**config.mk**
```make
export PLATFORM = sky130hd
export DESIGN_NAME = sensor_reply_crc_check_decode_top
export DESIGN_NICKNAME = d
export VERILOG_FILES = /design/src/hw/rtl/srcd_pkg.sv /design/src/hw/rtl/srcd_frame.sv /design/src/hw/rtl/srcd_out_reg.sv /design/src/hw/rtl/sensor_reply_crc_check_decode_top.sv
export VERILOG_INCLUDE_DIRS = /design/src /design/src/hw/rtl
export SDC_FILE = /design/constraint.sdc
export NUM_CORES = 1
export LEC_CHECK = 0
export BUFFER_PORTS_ARGS = -buffer_cell sky130_fd_sc_hd__buf_4
export CAP_MARGIN = 10
export CORE_MARGIN = 4
export CORE_UTILIZATION = 63
export DETAILED_ROUTE_END_ITERATION = 10
export GPL_ROUTABILITY_DRIVEN = 1
export GPL_TIMING_DRIVEN = 0
export PLACE_DENSITY = 0.86
export SETUP_SLACK_MARGIN = 0.2
export SYNTH_ARGS = -nofsm -noshare
export SYNTH_HDL_FRONTEND = slang
export SYNTH_SLANG_ARGS = --single-unit
```
**constraint.sdc**
```tcl
create_clock -name clk -period 4.6 [get_ports clk]
set_clock_uncertainty 0.05 [all_clocks]
set_input_delay 0.23 -clock clk [delete_from_list [all_inputs] [get_ports clk]]
set_output_delay 0.23 -clock clk [all_outputs]
set_load 0.02 [all_outputs]
```
**src/hw/rtl/sensor_reply_crc_check_decode_top_assert.svh**
```systemverilog
// ---------------------------------------------------------------------------
// Assertion macros shared by the sensor reply decoder modules
// ---------------------------------------------------------------------------
`ifndef SENSOR_REPLY_CRC_CHECK_DECODE_TOP_ASSERT_SVH
`define SENSOR_REPLY_CRC_CHECK_DECODE_TOP_ASSERT_SVH

// Same-cycle implication, quiet while reset is high
`define SRCD_ASSERT_IMP(name, clk, rst, ante, cons, msg) \
  name: assert property (@(posedge clk) disable iff (rst) (ante) |-> (cons)) else $error(msg);

// Next-cycle implication, quiet while reset is high
`define SRCD_ASSERT_NXT(name, clk, rst, ante, cons, msg) \
  name: assert property (@(posedge clk) disable iff (rst) (ante) |=> (cons)) else $error(msg);

// Next-cycle implication that also checks across reset
`define SRCD_ASSERT_NXT_ALWAYS(name, clk, ante, cons, msg) \
  name: assert property (@(posedge clk) (ante) |=> (cons)) else $error(msg);

`endif

```
**src/hw/rtl/srcd_pkg.sv**
```systemverilog
// ---------------------------------------------------------------------------
// srcd_pkg
// Types, constants and the bytewise CRC-16 update for the sensor reply decoder.
// ---------------------------------------------------------------------------
package srcd_pkg;

  localparam logic [15:0] CRC_INIT = 16'hFFFF;
  localparam logic [15:0] CRC_POLY = 16'hA001;

  // Byte positions within the eight-byte reply
  localparam logic [2:0] IDX_FIRST   = 3'd0;
  localparam logic [2:0] IDX_HUM_HI  = 3'd2;
  localparam logic [2:0] IDX_HUM_LO  = 3'd3;
  localparam logic [2:0] IDX_TEMP_HI = 3'd4;
  localparam logic [2:0] IDX_TEMP_LO = 3'd5;
  localparam logic [2:0] IDX_CRC_LO  = 3'd6;
  localparam logic [2:0] IDX_CRC_HI  = 3'd7;
  localparam logic [2:0] DATA_BYTES  = 3'd6;

  // Decoded reply, one per frame
  typedef struct packed {
    logic        emit;
    logic [15:0] humidity_tenths;
    logic [14:0] temperature_tenths;
    logic        crc_ok;
  } srcd_result_t;

  // Reflected CRC-16 update over one byte, LSB first
  function automatic logic [15:0] crc_update(input logic [15:0] crc, input logic [7:0] b);
    logic [15:0] c;
    c = crc ^ {8'h00, b};
    for (int k = 0; k < 8; k++) begin
      if (c[0]) begin
        c = (c >> 1) ^ CRC_POLY;
      end else begin
        c = c >> 1;
      end
    end
    return c;
  endfunction

endpackage

```
**src/hw/rtl/srcd_frame.sv**
```systemverilog
// ---------------------------------------------------------------------------
// srcd_frame
// Frame tracker: byte count, running CRC and field capture; decodes the
// result combinationally when the last reply byte is presented.
// ---------------------------------------------------------------------------
`include "sensor_reply_crc_check_decode_top_assert.svh"

module srcd_frame (
  input  logic                  clk,
  input  logic                  rst,
  input  logic                  take,
  input  logic [7:0]            rx_byte,
  input  logic                  frame_start,
  output srcd_pkg::srcd_result_t result
);
  import srcd_pkg::*;

  logic [2:0]  byte_count;
  logic [15:0] crc_running;
  logic [15:0] humidity_hold;
  logic [14:0] temperature_hold;
  logic [7:0]  crc_low_hold;

  logic [2:0]  idx;
  logic [15:0] crc_base;
  logic [15:0] crc_next;
  logic        crc_match;

  // Pick byte position and CRC seed; frame start forces a fresh reply
  assign idx      = frame_start ? IDX_FIRST : byte_count;
  assign crc_base = (idx == IDX_FIRST) ? CRC_INIT : crc_running;
  assign crc_match = ({rx_byte, crc_low_hold} == crc_base);

  always_comb begin
    if (idx < DATA_BYTES) begin
      crc_next = crc_update(crc_base, rx_byte);
    end else if (idx == IDX_CRC_HI) begin
      crc_next = CRC_INIT;
    end else begin
      crc_next = crc_base;
    end
  end

  // Build the result; zero the fields on a CRC mismatch
  always_comb begin
    result.emit               = (idx == IDX_CRC_HI);
    result.crc_ok             = crc_match;
    result.humidity_tenths    = crc_match ? humidity_hold : 16'h0000;
    result.temperature_tenths = crc_match ? temperature_hold : 15'h0000;
  end

  // Advance count and CRC, capture fields
  always_ff @(posedge clk) begin
    if (rst) begin
      byte_count       <= IDX_FIRST;
      crc_running      <= CRC_INIT;
      humidity_hold    <= 16'h0000;
      temperature_hold <= 15'h0000;
      crc_low_hold     <= 8'h00;
    end else if (take) begin
      byte_count  <= idx + 3'd1;
      crc_running <= crc_next;
      case (idx)
        IDX_HUM_HI:  humidity_hold[15:8]    <= rx_byte;
        IDX_HUM_LO:  humidity_hold[7:0]     <= rx_byte;
        IDX_TEMP_HI: temperature_hold[14:8] <= rx_byte[6:0];
        IDX_TEMP_LO: temperature_hold[7:0]  <= rx_byte;
        IDX_CRC_LO:  crc_low_hold           <= rx_byte;
        default: ;
      endcase
    end
  end

  `SRCD_ASSERT_NXT(a_wrap_after_last, clk, rst, take && result.emit, byte_count == IDX_FIRST && crc_running == CRC_INIT, "count or CRC not restarted after last byte")
  `SRCD_ASSERT_NXT(a_start_counts_one, clk, rst, take && frame_start, byte_count == 3'd1, "frame start did not restart the count")

endmodule

```
**src/hw/rtl/srcd_out_reg.sv**
```systemverilog
// ---------------------------------------------------------------------------
// srcd_out_reg
// Result register with valid/ready handshake toward the receiver.
// ---------------------------------------------------------------------------
module srcd_out_reg (
  input  logic                   clk,
  input  logic                   rst,
  input  logic                   load,
  input  srcd_pkg::srcd_result_t result,
  output logic                   free,
  output logic                   out_valid,
  input  logic                   out_ready,
  output logic [15:0]            humidity_tenths,
  output logic [14:0]            temperature_tenths,
  output logic                   crc_ok
);
  import srcd_pkg::*;

  // Room for a new word when empty or when the held word leaves now
  assign free = !out_valid || out_ready;

  // Track occupancy
  always_ff @(posedge clk) begin
    if (rst) begin
      out_valid <= 1'b0;
    end else if (load) begin
      out_valid <= 1'b1;
    end else if (out_ready) begin
      out_valid <= 1'b0;
    end
  end

  // Hold payload
  always_ff @(posedge clk) begin
    if (load) begin
      humidity_tenths    <= result.humidity_tenths;
      temperature_tenths <= result.temperature_tenths;
      crc_ok             <= result.crc_ok;
    end
  end

endmodule

```
**src/hw/rtl/sensor_reply_crc_check_decode_top.sv**
```systemverilog
// ---------------------------------------------------------------------------
// sensor_reply_crc_check_decode_top
// Sensor reply decoder: CRC-16 check and humidity/temperature extraction.
// ---------------------------------------------------------------------------
// Input channel (in_valid/in_ready): one reply byte per word on rx_byte;
// frame_start marks byte 0 and restarts the count and CRC. Without it the
// count runs 0..7 and wraps, so the next byte opens a new reply.
// Output channel (out_valid/out_ready): one word per eight-byte reply, with
// humidity_tenths, temperature_tenths and crc_ok; on a CRC mismatch both
// value fields read zero.
// Path: an accepted byte waits in the input register; when the last reply
// byte moves on, its result loads into the result register.
// Throughput: one byte per cycle while no finished result is held up at the
// output; the CRC byte update between the input register and the frame
// state is combinational.
// Stall: a waiting result holds the input register only when the next byte
// there also completes a reply; other bytes keep flowing.
// Reset: empties both registers (clears their valid flags), restarts the
// count and seeds the CRC with all ones.
// ---------------------------------------------------------------------------
`include "sensor_reply_crc_check_decode_top_assert.svh"

module sensor_reply_crc_check_decode_top (
  input  logic        clk,
  input  logic        rst,
  input  logic        in_valid,
  output logic        in_ready,
  input  logic [7:0]  rx_byte,
  input  logic        frame_start,
  output logic        out_valid,
  input  logic        out_ready,
  output logic [15:0] humidity_tenths,
  output logic [14:0] temperature_tenths,
  output logic        crc_ok
);
  import srcd_pkg::*;

  logic         pipe_valid;
  logic [7:0]   pipe_byte;
  logic         pipe_start;
  logic         advance;
  logic         out_free;
  srcd_result_t result;

  // Move the held byte on unless its result cannot be stored
  assign advance  = pipe_valid && (!result.emit || out_free);
  assign in_ready = !pipe_valid || advance;

  // Input register
  always_ff @(posedge clk) begin
    if (rst) begin
      pipe_valid <= 1'b0;
    end else if (in_ready) begin
      pipe_valid <= in_valid;
    end
  end

  always_ff @(posedge clk) begin
    if (in_valid && in_ready) begin
      pipe_byte  <= rx_byte;
      pipe_start <= frame_start;
    end
  end

  srcd_frame u_frame (
    .clk         (clk),
    .rst         (rst),
    .take        (advance),
    .rx_byte     (pipe_byte),
    .frame_start (pipe_start),
    .result      (result)
  );

  srcd_out_reg u_out (
    .clk                (clk),
    .rst                (rst),
    .load               (advance && result.emit),
    .result             (result),
    .free               (out_free),
    .out_valid          (out_valid),
    .out_ready          (out_ready),
    .humidity_tenths    (humidity_tenths),
    .temperature_tenths (temperature_tenths),
    .crc_ok             (crc_ok)
  );

  `SRCD_ASSERT_NXT_ALWAYS(a_reset_empty, clk, rst, !out_valid && !pipe_valid, "registers not empty after reset")
  `SRCD_ASSERT_IMP(a_bad_crc_zero, clk, rst, out_valid && !crc_ok, humidity_tenths == 16'h0000 && temperature_tenths == 15'h0000, "nonzero fields on CRC mismatch")
  `SRCD_ASSERT_NXT(a_pipe_hold, clk, rst, pipe_valid && !advance, pipe_valid && $stable(pipe_byte) && $stable(pipe_start), "stalled input register lost its byte")
  `SRCD_ASSERT_IMP(a_stall_only_on_emit, clk, rst, pipe_valid && !advance, result.emit && out_valid && !out_ready, "input register stalled without a blocked result")

endmodule

```
==> results.json, run 1 <==
{
  "finalMaxSlewViolations": 0,
  "synth_cell_type_count": 43,
  "routed_wl_um": 10200,
  "synth_cells": 444,
  "drtIter0Drc": 373,
  "clockBufferDepth": 2,
  "clock_latency_ps": 380,
  "yosysWarnings": 0,
  "async_reset_ff_share_pct": 0,
  "num_rows": 30,
  "drc": 0,
  "p_per_area_nw_per_um2": 317,
  "ys_seq_area_share_pct": 53.5,
  "syn_nets": 463,
  "synth-edff-count": 41,
  "rsz0062_at_grt": "no",
  "synthesis.area_um2": 4550,
  "start_util_pct": 65.8,
  "grt_max_degree": 33,
  "critical_path.top_delay_family": "simple AND/OR/NAND/NOR gates",
  "drtPass1Iterations": 7,
  "period_share_pct": 68.0,
  "antenna_found_initial": 0,
  "gp_congestion": 0.918,
  "core_um2": 6910,
  "grt_pass1_wl_um": 16500,
  "worstSetupPathType": "reg2reg",
  "cpPeakStageDelay_ps": 550,
  "ant_nets": 0,
  "die_h_um": 92.9,
  "track_usage_pct": 24.8,
  "setup_tns_ps": 0,
  "num_io_pins": 47,
  "min_path_type": "in2reg",
  "via_count": 3588,
  "diodes": 0,
  "ys.flop_type": "dfxtp_1",
  "hold_violations": 0,
  "cts_tree": "yes",
  "cp-start-kind": "flip-flop",
  "vias_per_cell": 5.88,
  "drv_cap": 0,
  "fin_crit_ps": 3130,
  "htree_levels": 3,
  "num-nets-final": 528,
  "dp_hpwl_um": 7100,
  "dieArea_um2": 8640,
  "path_buf_inv": 4,
  "final-setup-viol-count": 0,
  "status": "finished, final reports clean",
  "p_leak_nw": 1.79,
  "cts_root_buf": "clkbuf_8",
  "end_kind": "flip-flop",
  "ir_drop_mv": 0.190,
  "ys_ff_latch": 101,
  "cts_resized": 0,
  "cp_cell_sequence": "nor2b_1 -> inv_1 -> ha_1 -> and2_4 -> buf_6 -> buf_6 -> nor3_2 -> a21oi_1 -> o21ai_0 -> clkbuf_1 -> and4_1",
  "stdcell_count": 610,
  "cts_sinks": 101,
  "grt_pass1_vias": 3383,
  "portBuffers": 45,
  "area_growth_pct": 16.2,
  "drive_gt1_share_pct": 16.1,
  "die_width_um": 92.9,
  "crit_fanout": 10,
  "cp_common_cell": "buf_6",
  "clk_pin_slew_worst_paths_ps": 110,
  "cts_buffers": 9,
  "dp.cells": 585,
  "avgRoutedWirePerCell_um": 16.7,
  "arrival_ps": 3320,
  "overflow": 0,
  "cp.required_ps": 4790,
  "slowest_stage": "o21ai_0",
  "slew_headroom_pct": 38.1,
  "synth_area_per_cell_um2": 10.2,
  "fmax_mhz": 320,
  "worst_pin_slew_ps": 924
}
## where the power goes
| group | total (mW) | switching (mW) | leakage, nW | internal [mW] |
|---|---|---|---|---|
| Combinational | 0.192 | 0.112 | 0.907 | 0.0794 |
| Clock | 0.525 | 0.319 | 0.0863 | 0.206 |
| Sequential | 0.959 | 0.0138 | 0.799 | 0.945 |
## worst paths after layout
kind	from	to	slack, ps	cells past startpoint
worst max-delay path	pipe_start	u_out.temperature_tenths[11]	1470	11
worst min-delay path	in_valid	pipe_valid	70	3
worst max register to register	pipe_start	u_out.temperature_tenths[11]	1470	11
worst min register to register	u_frame.humidity_hold[3]	u_frame.humidity_hold[3]	400	2
## kinds of logic (layout without fill, tap and decap cells)
group | after synthesis | count (layout) | share of synthesized area, %
buffers and inverters | 44 | 114 | 4.79
AND/OR/NAND/NOR | 167 | 167 | 20.6
XOR/XNOR | 41 | 41 | 7.90
AO/OA/AOI/OAI | 76 | 76 | 9.58
multiplexers | 9 | 9 | 2.01
flip-flops | 101 | 101 | 53.5
adder cells (fa/ha/maj) | 6 | 6 | 1.65
## layer usage
layer | share of wire [%] | track usage, % | up-vias
met2 | 50 | 41.9 | 171
met4 | 2.2 | 8.79 | 0
li1 | - | - | 1717
met1 | 40 | 30.3 | 1679
met5 | 0 | 0 | -
met3 | 8.5 | 6.82 | 21
## synthesized netlist by cell type (4+ instances only)
cell type  count  area share [%]
o21ai_0        4            0.44
and4_1        31             6.0
ha_1           6             1.7
xnor2_1       31             6.0
inv_1          4            0.33
o22ai_1       13             1.8
a21oi_1       44             4.8
a31oi_1        6            0.83
buf_2          6            0.66
mux2i_1        8             1.8
buf_6          6             1.5
dfxtp_1       60              26
nand2_1       42             3.5
nand2b_1      14             1.9
nand3_1       36             4.0
edfxtp_1      41              27
xor2_1        10             1.9
nor2_1        22             1.8
clkbuf_1      25             2.1
## layout by cell type (no fill, tap or decap), drive strengths merged, types with 2 or more instances in the layout
master / Yosys / layout
nand2b: 14 / 14
nand3: 36 / 36
buf: 15 / 60
and3: 2 / 2
inv: 4 / 6
nor4: 4 / 4
nor2: 25 / 25
clkinvlp: 0 / 2
clkinv: 0 / 2
or3: 2 / 2
dlygate4sd3: 0 / 9
xnor2: 31 / 31
nand2: 42 / 42
a211oi: 2 / 2
dfxtp: 60 / 60
o21ai: 4 / 4
mux2i: 8 / 8
and4: 31 / 31
o22ai: 13 / 13
a31oi: 6 / 6
clkbuf: 25 / 35
xor2: 10 / 10
nor2b: 3 / 3
or2: 2 / 2
edfxtp: 41 / 41
and2: 2 / 2
nor3: 3 / 3
ha: 6 / 6
a21oi: 45 / 45
## state kept, by name (all words and copies together) (netlist names)
register and cells:
u_frame.humidity_hold 16, u_out.out_valid 1, u_frame.crc_low_hold 8, u_out.temperature_tenths 15, u_frame.temperature_hold 15, pipe_byte 8, u_out.crc_ok 1, pipe_start 1
u_frame.byte_count 3, u_frame.crc_running 16, u_out.humidity_tenths 16, pipe_valid 1
## worst register-to-register path, stage by stage, from the launching register on
cell and delay, ps:
edfxtp_1 420, nor2b_1 400, inv_1 130, ha_1 250
and2_4 150, buf_6 140, buf_6 150, nor3_2 100
a21oi_1 50, o21ai_0 550, clkbuf_1 350, and4_1 260
## layout make-up
cell class                      count  area, µm²
Sequential cell                   101       2430
Timing Repair Buffer               54        428
Clock buffer                       10        128
Multi-Input combinational cell    299       1900
Tap cell                           96        120
Clock inverter                      6       57.6
Buffer                             40        203
Inverter                            4       15.0
Fill cell                         489       1630
## metrics by stage
stage	hold WS [ps]	worst slack (ps)	utilization, %	instance area [µm²]	total power [mW]
after floorplan	279	2140	-	4550	1.11
after global placement	359	1630	72.4	5000	1.15
after detailed placement	359	1580	72.4	5000	1.16
after CTS	61.2	1550	76.4	5280	1.67
after global routing	87.1	1180	76.4	5280	1.74
final	68.0	1470	76.4	5280	1.68
## what timing repair did
item,4_1_cts,5_1_grt
setup buffers,0,0
hold endpoints to repair,9,0
setup endpoints to repair,0,0
hold buffers,9,0
Note: power is estimated with default switching activity, not from simulation.
==> inputs of run 2 (changes only) <==
ABC_AREA = 1   (was not set)
CORE_UTILIZATION = 53   (was 63)
PLACE_DENSITY = 0.78   (was 0.86)
clock period = 2.6 ns   (was 4.6 ns; I/O delays follow)
==> results.json, run 2 <==
{
  "num-nets-final": 612,
  "clk_pin_slew_worst_paths_ps": 110,
  "ys_seq_area_share_pct": 53.4,
  "min_to": "u_out.out_valid",
  "synth_top_area_share_pct": 27.0,
  "synth_most_common_cell": "inv_1",
  "synth_area_leader_cell": "edfxtp_1",
  "drv_cap": 0,
  "dp.cells": 648,
  "arrival_ps": 2800,
  "grt_pass1_wl_um": 18100,
  "diodes": 0,
  "yosysWarnings": 0,
  "period_share_pct": 101,
  "worstSetupPathType": "reg2reg",
  "num_rows": 33,
  "overflow": 0,
  "fmax_mhz": 382,
  "htree_levels": 3,
  "drtPass1Iterations": 8,
  "reg_top3": "u_frame.crc_running: 16 flops, u_frame.humidity_hold: 16 flops, u_out.humidity_tenths: 16 flops",
  "cts_sinks": 101,
  "vias_per_cell": 5.74,
  "grt_max_degree": 20,
  "final-setup-viol-count": 2,
  "finalPower_mw": 3.20,
  "dp_hpwl_um": 7050,
  "avgRoutedWirePerCell_um": 17.7,
  "worst-r2r-setup-slack_ps": -10,
  "synthTopCellsByCount": "64 x inv_1, 62 x nand2_1, 60 x a21oi_1, 60 x dfxtp_1, 42 x o21ai_0",
  "async_reset_ff_share_pct": 0,
  "portBuffers": 45,
  "cp_cell_sequence": "nor2_2 -> inv_2 -> ha_4 -> nand2_8 -> inv_8 -> or2_4 -> xor2_2 -> nor4_2 -> nand4_2 -> buf_12 -> buf_12 -> nor2_4",
  "rsz0062_at_grt": "yes",
  "synth-edff-count": 41,
  "finalMaxSlewViolations": 0,
  "worst_slack_ps": -14.6,
  "track_usage_pct": 22.9,
  "synth_area_leaders": "edfxtp_1 27%, dfxtp_1 26%, a21oi_1 6.6%",
  "core_um2": 8300,
  "drive_gt1_share_pct": 36.5,
  "ys.flop_type": "dfxtp_1",
  "dieArea_um2": 10100,
  "p_int_mw": 2.24,
  "die_width_um": 101,
  "fin_crit_ps": 2610,
  "stdcell_count": 703,
  "clock_latency_ps": 370,
  "cp.depth": 12,
  "crit_fanout": 8,
  "synthesis.area_um2": 4560,
  "die_h_um": 101,
  "routed_wl_um": 12400,
  "seqPwrFrac_pct": 53.5,
  "layout_commonest_cell": "buf_4",
  "netSwitchingFraction_pct": 29.8,
  "syn_nets": 517,
  "gp_congestion": 1.01,
  "path_buf_inv": 4,
  "cts_root_buf": "clkbuf_8",
  "status": "finished, violations left",
  "p_per_area_nw_per_um2": 517,
  "ant_nets": 0,
  "start_util_pct": 54.9,
  "cts_buffers": 9,
  "r2r_cells": 12,
  "cp-start-kind": "flip-flop",
  "power.clock.fraction_pct": 30.7,
  "reg2reg_to": "u_out.humidity_tenths[7]",
  "via_count": 4034,
  "worstHoldStart": "out_ready",
  "num_io_pins": 47,
  "critical_path.top_delay_family": "simple AND/OR/NAND/NOR gates",
  "min_path_type": "in2reg",
  "cts_tree": "yes",
  "clockBufferDepth": 2,
  "synth_cells": 498,
  "antenna_found_initial": 0,
  "area_growth_pct": 35.6,
  "synth_area_per_cell_um2": 9.15,
  "final_cell_mix": "66 x buf_4, 60 x dfxtp_1, 59 x inv_1",
  "ys_ff_latch": 101,
  "drtIter0Drc": 377,
  "cpPeakStageDelay_ps": 460,
  "worst_pin_slew_ps": 712,
  "drc": 0,
  "grt_pass1_vias": 3758,
  "p_leak_nw": 2.33,
  "slowest_stage": "edfxtp_1",
  "fillCellCount": 498,
  "synth_cell_type_count": 33,
  "pwr-share-comb_pct": 15.9,
  "power.switching_uw": 954,
  "ir_drop_mv": 0.364,
  "slew_headroom_pct": 52.5,
  "violations": "negative setup slack",
  "cp.required_ps": 2790,
  "end_kind": "flip-flop",
  "cp_common_cell": "buf_12",
  "hold_violations": 0,
  "whs_path_depth": 6,
  "reg2reg_from": "pipe_start"
}
[run 2: worst max path at each step]
stage | startpoint | to | slack [ps]
6_report | pipe_start | u_out.humidity_tenths[7] | -10
5_1_grt | pipe_start | u_out.humidity_tenths[7] | -50
4_1_cts | pipe_start | u_frame.temperature_hold[6] | 150
3_5_place_dp | pipe_start | u_out.temperature_tenths[13] | -410
3_3_place_gp | pipe_start | u_out.temperature_tenths[12] | -280
2_1_floorplan | pipe_start | u_out.temperature_tenths[10] | 210
[run 2: tightest hold or removal path, stage by stage]
cell and delay, ps:
buf_4 80, inv_1 60, nand2_1 60, nand2_1 50, nand2_1 50, inv_1 30
[run 2: final cells by class]
class | count | area (µm²) | area share (%)
clock buffer | 9 | 124 | 2.00
clock inverter | 7 | 66.3 | 1.07
multi-input combinational | 305 | 2220 | 35.9
buffer | 24 | 169 | 2.73
inverter | 68 | 272 | 4.39
tap | 105 | 131 | 2.13
sequential | 101 | 2430 | 39.3
timing repair buffer | 82 | 756 | 12.2
timing repair inverter | 2 | 13.8 | 0.223
[run 2: power by group through the flow]
stage                     clock network (mW)  registers, mW  logic [mW]
after detailed placement                   0           1.74       0.318
final                                  0.981           1.71       0.507
after global routing                    1.03           1.71       0.536
after CTS                              0.980           1.70       0.394
after floorplan                            0           1.73       0.236
after global placement                     0           1.74       0.305
[run 2: through the flow]
step	instance area [µm²]	util [%]	TNS [ps]	hold slack [ps]	setup slack, ps
final	6180	74.5	-18.1	67.0	-14.6
after global routing	6180	74.5	-800	87.2	-52.7
after CTS	5710	68.8	0	42.5	148
after detailed placement	5030	60.6	-26090	259	-408
after global placement	5030	60.6	-16330	258	-284
after floorplan	4560	-	0	179	205
[run 2: timing repair]
item / in CTS / in global routing
hold buffers: 10 / 0
gates resized for setup: 50 / 103
setup buffers: 15 / 8
pin swaps: 16 / 21
endpoints found under the hold margin: 10 / 0
endpoints found under the setup margin: 119 / 122
gates cloned: 5 / 1
[run 2: cell families (layout without fill, tap and decap cells)]
| logic type | after synthesis | in the layout | share of synthesized area, % |
|---|---|---|---|
| AND/OR/NAND/NOR | 153 | 153 | 17.2 |
| adder cells (fa/ha/maj) | 6 | 6 | 1.65 |
| XOR/XNOR | 25 | 25 | 4.80 |
| AO/OA/AOI/OAI | 121 | 121 | 14.7 |
| buffers and inverters | 92 | 192 | 8.29 |
| flip-flops | 101 | 101 | 53.4 |
[run 2: metal layers]
layer | routed length, µm | GRT usage, % | vias up | share of wire, %
met5 | 0 | 0 | - | 0
met3 | 960 | 3.60 | 59 | 7.7
li1 | - | - | 1832 | -
met2 | 6180 | 39.0 | 232 | 50
met4 | 512 | 10.5 | 0 | 4.1
met1 | 4770 | 28.4 | 1911 | 38
==> inputs of run 3 (changes only) <==
BUFFER_PORTS_ARGS = not set   (was -buffer_cell sky130_fd_sc_hd__buf_4)
CORE_UTILIZATION = 57   (was 53)
DONT_BUFFER_PORTS = 1   (was not set)
PLACE_DENSITY = 0.77   (was 0.78)
==> results.json, run 3 (synthesized netlist as in run 2, its figures left out) <==
{
  "status": "finished, final reports clean",
  "die_h_um": 97.4,
  "slowest_stage": "edfxtp_1",
  "min_path_type": "in2reg",
  "overflow": 0,
  "end_kind": "flip-flop",
  "drive_gt1_share_pct": 25.4,
  "worst_pin_slew_ps": 656,
  "portBuffers": 0,
  "grt_pass1_vias": 3600,
  "antenna_found_initial": 0,
  "p_per_area_nw_per_um2": 551,
  "final_cell_mix": "60 x inv_1, 60 x dfxtp_1, 59 x a21oi_1",
  "start_util_pct": 58.7,
  "slew_headroom_pct": 56.3,
  "core_um2": 7770,
  "reg_top3": "u_frame.crc_running: 16 flops, u_frame.humidity_hold: 16 flops, u_out.humidity_tenths: 16 flops",
  "vias_per_cell": 5.63,
  "drtIter0Drc": 385,
  "routed_wl_um": 11100,
  "final-setup-viol-count": 0,
  "avgRoutedWirePerCell_um": 17.1,
  "drv_cap": 0,
  "ant_nets": 0,
  "finalPower_mw": 3.02,
  "post-place-ws_ps": -422,
  "grt_pass1_wl_um": 17300,
  "cp-start-kind": "flip-flop",
  "clockBufferDepth": 2,
  "fin_crit_ps": 2580,
  "critical_path.top_delay_family": "simple AND/OR/NAND/NOR gates",
  "rsz0062_at_grt": "yes",
  "cts_buffers": 9,
  "diodes": 0,
  "area_growth_pct": 20.1,
  "period_share_pct": 99.1,
  "cts_root_buf": "clkbuf_8",
  "drtPass1Iterations": 7,
  "worst_slack_ps": 23.6,
  "finalMaxSlewViolations": 0,
  "fmax_mhz": 388,
  "dp_hpwl_um": 6980,
  "drc": 0,
  "via_count": 3661,
  "track_usage_pct": 22.9,
  "die_width_um": 97.4,
  "cts_sinks": 101,
  "num_rows": 32,
  "num_io_pins": 47,
  "cp.required_ps": 2780,
  "crit_fanout": 10,
  "htree_levels": 3,
  "dieArea_um2": 9490,
  "clock_latency_ps": 370,
  "clk_pin_slew_worst_paths_ps": 100,
  "gp_congestion": 0.945,
  "num-nets-final": 562,
  "arrival_ps": 2760,
  "p_leak_nw": 2.01,
  "cts_tree": "yes",
  "hold_violations": 0,
  "path_buf_inv": 4,
  "ir_drop_mv": 0.580,
  "worstSetupPathType": "reg2reg",
  "cpPeakStageDelay_ps": 500,
  "grt_max_degree": 19,
  "cp_cell_sequence": "nor2_2 -> inv_2 -> ha_4 -> nand2_8 -> buf_6 -> nand2_4 -> xor2_1 -> a2111oi_4 -> nand4_2 -> buf_6 -> buf_12 -> nor2_2"
}
-- run 3: changes by cell type in the layout (fill, tap and decap cells not counted), moves of 4 or more --
cell	change
nand2_1	+24
buf_4	-45
nor2_4	-17
nand3_4	-4
nand2_2	-19
nand2_4	-4
nor2_2	+19
nand3_1	+4
-- run 3: worst paths after layout --
path,end,slack (ps),depth (start not counted),start
max,u_out.humidity_tenths[6],20,12,pipe_start
min,u_out.out_valid,20,5,out_ready
max reg2reg,u_out.humidity_tenths[6],20,12,pipe_start
min reg2reg,u_frame.crc_running[9],430,2,u_frame.crc_running[9]
-- run 3: power breakdown --
part           internal [mW]  switching, mW
clock                  0.361          0.561
combinational          0.140          0.249
sequential              1.68         0.0312
-- run 3: layer usage --
metal | vias up | GRT usage (%) | share of wire, %
li1 | 1729 | - | -
met1 | 1711 | 27.8 | 40
met2 | 184 | 38.8 | 49
met3 | 37 | 5.53 | 7.8
met4 | 0 | 9.90 | 3.2
met5 | - | 0 | 0
-- run 3: area by class of cell --
cell class,instances,area [µm²]
inverter,68,278
tap,102,128
sequential,101,2430
multi-input combinational,305,1970
buffer,24,164
clock inverter,7,60.1
timing repair inverter,1,7.51
fill,562,2290
clock buffer,9,124
timing repair buffer,33,305
-- run 3: timing repair --
item                                    CTS  global route
setup buffers                            15             7
resized for setup                        39            50
hold endpoints to repair                 10             0
pin swaps                                 7             9
hold buffers                             10             0
endpoints found under the setup margin  119           131
cloned                                    2             0
-- run 3: through the flow --
step	TNS (ps)	util [%]	instances	hold WS [ps]	instance area, µm²
2_1_floorplan	0	-	498	179	4560
3_3_place_gp	-17400	60.4	600	179	4690
3_5_place_dp	-26150	60.4	600	179	4690
4_1_cts	0	67.6	643	11.4	5250
5_1_grt	-754	70.5	650	37.1	5470
6_report	0	70.5	650	21.5	5470
-- run 3: worst register-to-register path, stage by stage (launching register included) --
cell and delay [ps]:
edfxtp_1 500, nor2_2 190, inv_2 70, ha_4 180, nand2_8 100, buf_6 170
nand2_4 80, xor2_1 190, a2111oi_4 340, nand4_2 160, buf_6 170, buf_12 150
nor2_2 90
